===== src/hdl/fwalnum_pkg.sv =====
`timescale 1ns / 1ps
`default_nettype none

package fwalnum_pkg;

   localparam logic [7:0] LEAD_FW   = 8'hEF;
   localparam logic [7:0] PLANE_BC  = 8'hBC;
   localparam logic [7:0] PLANE_BD  = 8'hBD;
   localparam logic [7:0] UPPER_OFS = 8'h60;
   localparam logic [7:0] LOWER_OFS = 8'h20;
   localparam logic [7:0] LEAD2_LO  = 8'hC0;
   localparam logic [7:0] LEAD3_LO  = 8'hE0;
   localparam logic [7:0] LEAD4_LO  = 8'hF0;
   localparam logic [7:0] DIGIT_LO  = 8'h90;
   localparam logic [7:0] DIGIT_HI  = 8'h99;
   localparam logic [7:0] UPPER_LO  = 8'hA1;
   localparam logic [7:0] UPPER_HI  = 8'hBA;
   localparam logic [7:0] LOWER_LO  = 8'h81;
   localparam logic [7:0] LOWER_HI  = 8'h9A;

   localparam int MAX_BEATS = 3;
   localparam int FIFO_AW_DEFAULT = 4;

   // up to three output bytes produced by one input byte
   typedef struct packed {
      logic [1:0]                     cnt;
      logic [MAX_BEATS-1:0][7:0]      data;
      logic [MAX_BEATS-1:0]           last;
   } fwalnum_beats_type;

endpackage

`default_nettype wire


===== src/hdl/fullwidth_alnum_to_ascii_utf8_top.sv =====
// Fullwidth alphanumeric to ASCII converter for a UTF-8 byte stream.
// Slave channel req_*: one string byte per beat in req_tdata, req_tlast on
// the final byte of a string. Master channel rsp_*: converted bytes, rsp_tlast
// on the final byte of the converted string.
// Fullwidth digits, capitals and lowercase (three bytes each) come out as
// one ASCII byte; the bytes EF and EF BC/BD are held while a match is pending
// and released when it fails or at the end of the string.
// An accepted byte is registered, converted in the following cycle into zero
// to three result bytes and written into a byte queue of 2**FIFO_AW entries;
// a result byte is offered at rsp_* once the queue holds it.
// Throughput is one input byte per cycle: req_tready stays high while the
// queue has room for two more worst-case bursts of three bytes.
// When the receiver stalls, results collect in the queue and req_tready drops
// once it runs short of space; nothing is lost.
// Reset (synchronous, active high) empties the queue and clears the hold and
// skip state, so the next byte starts a new string.
`timescale 1ns / 1ps
`default_nettype none

module fullwidth_alnum_to_ascii_utf8_top
   import fwalnum_pkg::*;
#(
   parameter int FIFO_AW = FIFO_AW_DEFAULT
) (
   input  wire logic        clock,
   input  wire logic        reset,
   input  wire logic        req_tvalid,
   output logic             req_tready,
   input  wire logic [7:0]  req_tdata,   // [7:0] in_byte
   input  wire logic        req_tlast,
   output logic             rsp_tvalid,
   input  wire logic        rsp_tready,
   output logic [7:0]       rsp_tdata,   // [7:0] out_byte
   output logic             rsp_tlast
);

   localparam int DEPTH = 1 << FIFO_AW;
   localparam logic [FIFO_AW:0] ROOM_LIMIT = (FIFO_AW+1)'(DEPTH - 2 * MAX_BEATS);

   fwalnum_beats_type  beats;
   logic [FIFO_AW:0]   count;
   logic               in_accept;

   // room for the beat in the conversion stage plus this one
   assign req_tready = (count <= ROOM_LIMIT);
   assign in_accept  = req_tvalid && req_tready;

   fwalnum_conv u_conv (
      .clock     (clock),
      .reset     (reset),
      .in_accept (in_accept),
      .in_byte   (req_tdata),
      .in_last   (req_tlast),
      .beats     (beats)
   );

   fwalnum_fifo #(
      .FIFO_AW (FIFO_AW)
   ) u_fifo (
      .clock     (clock),
      .reset     (reset),
      .beats     (beats),
      .count     (count),
      .out_valid (rsp_tvalid),
      .out_ready (rsp_tready),
      .out_byte  (rsp_tdata),
      .out_last  (rsp_tlast)
   );

endmodule

`default_nettype wire


===== src/hdl/fwalnum_conv.sv =====
`timescale 1ns / 1ps
`default_nettype none

module fwalnum_conv
   import fwalnum_pkg::*;
(
   input  wire logic              clock,
   input  wire logic              reset,
   input  wire logic              in_accept,
   input  wire logic [7:0]        in_byte,
   input  wire logic              in_last,
   output fwalnum_beats_type      beats
);

   typedef enum logic [2:0] {
      HOLD_NONE  = 3'b001,
      HOLD_EF    = 3'b010,
      HOLD_PLANE = 3'b100
   } hold_state_type;

   logic           s1_valid_ff, s1_valid_in;
   logic [7:0]     s1_byte_ff;
   logic           s1_last_ff;
   logic [1:0]     skip_ff, skip_in;
   hold_state_type hold_ff, hold_in;
   logic           plane_ff, plane_in;

   logic [2:0]                 n;
   logic [MAX_BEATS-1:0][7:0]  data;
   logic [MAX_BEATS-1:0]       lasts;
   logic                       fresh;
   logic [7:0]                 b;
   logic                       hit_upper, hit_lower;

   assign s1_valid_in = in_accept;
   assign b = s1_byte_ff;

   assign hit_upper = !plane_ff && ((b >= DIGIT_LO && b <= DIGIT_HI) ||
                                    (b >= UPPER_LO && b <= UPPER_HI));
   assign hit_lower = plane_ff && b >= LOWER_LO && b <= LOWER_HI;

   always_comb begin
      n        = 3'd0;
      data     = '0;
      lasts    = '0;
      fresh    = 1'b0;
      skip_in  = skip_ff;
      hold_in  = hold_ff;
      plane_in = plane_ff;

      if (skip_ff != 2'd0) begin
         data[n[1:0]] = b;
         n = n + 3'd1;
         skip_in = skip_ff - 2'd1;
      end else begin
         case (hold_ff)
            HOLD_EF: begin
               if (b == PLANE_BC || b == PLANE_BD) begin
                  hold_in  = HOLD_PLANE;
                  plane_in = (b == PLANE_BD);
               end else begin
                  data[n[1:0]] = LEAD_FW;
                  n = n + 3'd1;
                  hold_in = HOLD_NONE;
                  fresh = 1'b1;
               end
            end
            HOLD_PLANE: begin
               hold_in = HOLD_NONE;
               if (hit_upper) begin
                  data[n[1:0]] = b - UPPER_OFS;
                  n = n + 3'd1;
               end else if (hit_lower) begin
                  data[n[1:0]] = b - LOWER_OFS;
                  n = n + 3'd1;
               end else begin
                  data[n[1:0]] = LEAD_FW;
                  n = n + 3'd1;
                  data[n[1:0]] = plane_ff ? PLANE_BD : PLANE_BC;
                  n = n + 3'd1;
                  fresh = 1'b1;
               end
            end
            default: begin
               hold_in = HOLD_NONE;
               fresh = 1'b1;
            end
         endcase
      end

      // byte examined with nothing held
      if (fresh) begin
         if (b == LEAD_FW) begin
            hold_in = HOLD_EF;
         end else begin
            data[n[1:0]] = b;
            n = n + 3'd1;
            if (b >= LEAD2_LO && b < LEAD3_LO) begin
               skip_in = 2'd1;
            end else if (b >= LEAD4_LO) begin
               skip_in = 2'd3;
            end
         end
      end

      // end of string: flush held bytes, mark final beat, clear state
      if (s1_last_ff) begin
         if (hold_in != HOLD_NONE) begin
            data[n[1:0]] = LEAD_FW;
            n = n + 3'd1;
         end
         if (hold_in == HOLD_PLANE) begin
            data[n[1:0]] = plane_in ? PLANE_BD : PLANE_BC;
            n = n + 3'd1;
         end
         if (n != 3'd0) begin
            lasts[2'(n - 3'd1)] = 1'b1;
         end
         skip_in  = 2'd0;
         hold_in  = HOLD_NONE;
         plane_in = 1'b0;
      end
   end

   assign beats.cnt  = s1_valid_ff ? n[1:0] : 2'd0;
   assign beats.data = data;
   assign beats.last = lasts;

   always_ff @(posedge clock) begin
      if (reset) begin
         s1_valid_ff <= 1'b0;
         skip_ff     <= 2'd0;
         hold_ff     <= HOLD_NONE;
         plane_ff    <= 1'b0;
      end else begin
         s1_valid_ff <= s1_valid_in;
         if (s1_valid_ff) begin
            skip_ff  <= skip_in;
            hold_ff  <= hold_in;
            plane_ff <= plane_in;
         end
      end
   end

   always_ff @(posedge clock) begin
      if (in_accept) begin
         s1_byte_ff <= in_byte;
         s1_last_ff <= in_last;
      end
   end

endmodule

`default_nettype wire


===== src/hdl/fwalnum_fifo.sv =====
`timescale 1ns / 1ps
`default_nettype none

module fwalnum_fifo
   import fwalnum_pkg::*;
#(
   parameter int FIFO_AW = FIFO_AW_DEFAULT
) (
   input  wire logic                clock,
   input  wire logic                reset,
   input  wire fwalnum_beats_type   beats,
   output logic [FIFO_AW:0]         count,
   output logic                     out_valid,
   input  wire logic                out_ready,
   output logic [7:0]               out_byte,
   output logic                     out_last
);

   localparam int DEPTH = 1 << FIFO_AW;

   logic [8:0]         mem [DEPTH];
   logic [FIFO_AW-1:0] wr_ptr_ff, wr_ptr_in;
   logic [FIFO_AW-1:0] rd_ptr_ff, rd_ptr_in;
   logic [FIFO_AW:0]   count_ff, count_in;
   logic               pop;

   assign out_valid = (count_ff != '0);
   assign pop       = out_valid && out_ready;
   assign out_byte  = mem[rd_ptr_ff][7:0];
   assign out_last  = mem[rd_ptr_ff][8];
   assign count     = count_ff;

   assign wr_ptr_in = wr_ptr_ff + FIFO_AW'(beats.cnt);
   assign rd_ptr_in = rd_ptr_ff + FIFO_AW'(pop);
   assign count_in  = count_ff + (FIFO_AW+1)'(beats.cnt) - (FIFO_AW+1)'(pop);

   always_ff @(posedge clock) begin
      for (int i = 0; i < MAX_BEATS; i++) begin
         if (i < int'(beats.cnt)) begin
            mem[wr_ptr_ff + FIFO_AW'(i)] <= {beats.last[i], beats.data[i]};
         end
      end
   end

   always_ff @(posedge clock) begin
      if (reset) begin
         wr_ptr_ff <= '0;
         rd_ptr_ff <= '0;
         count_ff  <= '0;
      end else begin
         wr_ptr_ff <= wr_ptr_in;
         rd_ptr_ff <= rd_ptr_in;
         count_ff  <= count_in;
      end
   end

endmodule

`default_nettype wire


===== config.mk =====
export PLATFORM = sky130hd
export DESIGN_NAME = fullwidth_alnum_to_ascii_utf8_top
export DESIGN_NICKNAME = d
export VERILOG_FILES = /design/src/hdl/fwalnum_pkg.sv /design/src/hdl/fullwidth_alnum_to_ascii_utf8_top.sv /design/src/hdl/fwalnum_conv.sv /design/src/hdl/fwalnum_fifo.sv
export SDC_FILE = /design/constraint.sdc
export NUM_CORES = 1
export LEC_CHECK = 0
export BUFFER_PORTS_ARGS = -buffer_cell sky130_fd_sc_hd__clkbuf_2
export CAP_MARGIN = 30
export CORE_MARGIN = 2
export CORE_UTILIZATION = 50
export DETAILED_ROUTE_END_ITERATION = 10
export PLACE_DENSITY = 0.68
export SYNTH_ARGS = -nofsm -noshare
export SYNTH_HDL_FRONTEND = slang
export SYNTH_SLANG_ARGS = --single-unit

===== constraint.sdc =====
create_clock -name clock -period 6.2 [get_ports clock]
set_input_delay 1.86 -clock clock [delete_from_list [all_inputs] [get_ports clock]]
set_output_delay 1.86 -clock clock [all_outputs]
set_load 0.005 [all_outputs]

==> qor.yml <==
placement:
  routabilityCongestion: 1.046
  pre_cts_ws_ps: 228.8
  dpl.cell_count: 1392
  dp_hpwl_um: 27070
  placed_cell_area_um2: 12600
  io_buffers: 23
cells_and_area:
  fillers: 1975
  antenna_cells: 0
  drive_gt1_share_pct: 19.69
  final_cell_mix: "179 x mux2i_1, 153 x edfxtp_1, 82 x nor2_1, 67 x buf_4, 57 x nand2_1"
  fin_area_um2: 13280
  final_common_cell: "mux2i_1"
  seqCellArea_um2: 4997
  final_nets: 1137
  multi_input_area_um2: 6499
  stdcell_count: 1426
  area_delta_synth_final_pct: 11.05
  fin_util_pct: 56.57
timing:
  fmax_ghz: 0.1697
  skew_ps: 17.28
  finalSetupTns_ps: 0
  min_period_ps: 5894
  finalCritPeriodShare_pct: 95.06
  worstMarginPinSlew_ps: 1047
  worst_slack_ps: 306.3
  slew_violations: 0
  setup_viol: 0
  slew_headroom_pct: 29.98
  hold_slack_ps: 588.0
  hold_viol_final: 0
synth:
  yosysWarnings: 0
  syn_inst: 1074
  post_synth.cell_area_avg_um2: 11.13
  async_flop_share_pct: 0
  synth.distinct_cells: 74
  synth_edf_count: 153
  syn-cell-area_um2: 11960
  synthFlopType: "edfxtp_1"
  ys_ff_latch: 173
  ys_seq_area_share_pct: 41.77
  synth_nets: 1117
floorplan:
  die_w_um: 158.6
  die_area_um2: 25170
  die_h_um: 158.6
  core_area_um2: 23470
  rows: 56
  ios: 24
  initial_core_util_pct: 50.94
routing:
  ant_nets: 0
  wl_per_cell_um: 27.11
  wl_um: 38660
  drtPass1Iterations: 7
  vias: 9779
  drc: 0
  vias_per_cell: 6.858
  drt_iter0_drc: 1221
job:
  maxCapViolCount: 0
min_path:
  holdCritPathClass: "flip-flop to flip-flop"
run_status:
  run_status: "completed"
pwr:
  ir_drop_v: 0.0002352
  power.leakage_nw: 5.101
  p_per_area_nw_per_um2: 291.0
  finalPower_mw: 3.864
clock_tree:
  cts.sinks: 173
  cts_buffers: 17
  clock_path_buffers: 2
  clock_latency_ps: 450
  holdBufCountCts: 0
  cts_root_buffer: "clkbuf_16"
  cts_tree: "built"
  clk_pin_slew_ps: 80
  htreeDepth: 4
grt:
  grt_pass1_wl_um: 58420
  grt.total_usage_pct: 31.74
  grt-ovfl-total: 0
  antenna_found_initial: 1
  grt_pass1_vias: 9555
  grt_start_max_net_pins: 34
critical_path:
  arrival_ps: 5980
  start_kind: "flip-flop"
  cp.required_ps: 6280
  crit_fanout: 21
  critPathKind: "flip-flop to flip-flop"
  end_kind: "flip-flop"
[worst max-delay path, stage by stage (launching register included)]
cell      delay (ps)
edfxtp_1         400
or4_4            550
o311a_1          340
a222oi_1         320
buf_4            180
o21ai_2           70
ha_1             330
inv_1             90
o221ai_2         110
o22ai_1          180
inv_1             90
ha_1             270
o31ai_1           70
o31ai_1          190
nor2_1           180
ha_1             260
nand2b_1         210
o311a_2          240
buf_4            290
nor3_2           620
a21oi_1          100
nand2_1          410
[cell type report]
type | count | area share (%)
multi-input combinational | 782 | 48.94
sequential | 173 | 37.64
timing repair buffer | 91 | 4.806
clock buffer | 17 | 3.204
tap | 319 | 3.006
clock inverter | 15 | 1.583
inverter | 29 | 0.8198
[repair_timing]
action	4_1_cts	5_1_grt
resized for setup	0	6
endpoints found under the setup margin	0	161
buffers inserted	0	1
[report_power, final]
group / switching [mW] / leakage [nW] / internal, mW / total, mW
logic: 0.710 / 3.24 / 0.523 / 1.23
clock network: 0.568 / 0.308 / 0.592 / 1.16
registers: 0.0896 / 1.55 / 1.38 / 1.47
[cells in the mapped netlist (6+ instances only)]
| cell | instances | area share [%] |
|---|---|---|
| edfxtp_1 | 153 | 38 |
| nand4_1 | 21 | 1.1 |
| a21o_1 | 6 | 0.38 |
| o221ai_1 | 18 | 1.3 |
| mux2i_1 | 179 | 15 |
| or2_2 | 7 | 0.37 |
| dfxtp_1 | 20 | 3.3 |
| mux4_2 | 45 | 8.5 |
| xnor2_1 | 7 | 0.51 |
| and2_1 | 6 | 0.31 |
| nor2b_1 | 12 | 0.63 |
| nor2_1 | 83 | 2.6 |
| nand2_1 | 58 | 1.8 |
| or3_1 | 7 | 0.37 |
| o22ai_1 | 15 | 0.78 |
| a22oi_1 | 39 | 2.4 |
| buf_1 | 11 | 0.35 |
| nor3_2 | 14 | 1.2 |
| xor2_1 | 8 | 0.59 |
| a31oi_1 | 10 | 0.52 |
| a32oi_1 | 11 | 0.81 |
| buf_2 | 11 | 0.46 |
| a21oi_1 | 32 | 1.3 |
| o32ai_1 | 15 | 1.1 |
| ha_1 | 28 | 2.9 |
| inv_1 | 28 | 0.88 |
| clkbuf_1 | 61 | 1.9 |
| o21ai_0 | 24 | 1.0 |
| nand3_1 | 47 | 2.0 |
| and3_1 | 10 | 0.52 |
[flip-flops by register name, indices dropped and copies added, names as in the netlist]
register,count
u_conv.b,8
u_conv.hold_ff,3
u_conv.plane_ff,1
u_conv.s1_last_ff,1
u_conv.s1_valid_ff,1
u_conv.skip_ff,2
u_fifo.count,5
u_fifo.mem,144
u_fifo.rd_ptr_ff,4
u_fifo.wr_ptr_ff,4
[cell families after synthesis]
family          Yosys count  share of synthesized area [%]
flops                   173                          41.77
xor+xnor                 15                          1.099
buf+inv                 119                          4.228
simple gates            297                          13.03
compound gates          215                          13.05
mux                     225                          23.56
fa+ha+maj                30                          3.265
[worst paths after layout]
| check | slack (ps) | start | to | depth (start not counted) |
|---|---|---|---|---|
| setup reg to reg | 310 | u_conv.b[6] | u_fifo.mem[8][8] | 21 |
| hold reg to reg | 590 | u_conv.skip_ff[1] | u_conv.skip_ff[1] | 2 |
| setup / recovery | 310 | u_conv.b[6] | u_fifo.mem[8][8] | 21 |
| hold / removal | 590 | u_conv.skip_ff[1] | u_conv.skip_ff[1] | 2 |
[routing by layer]
layer	up-vias	wire, µm	share of wire (%)	global-route usage [%]
li1	4271	-	-	-
met1	4709	14540	38	40.37
met2	645	17540	45	48.90
met3	152	4228	11	8.302
met4	2	2347	6.1	18.62
met5	-	9	0.023	0
Note: power is estimated with default switching activity, not from simulation.
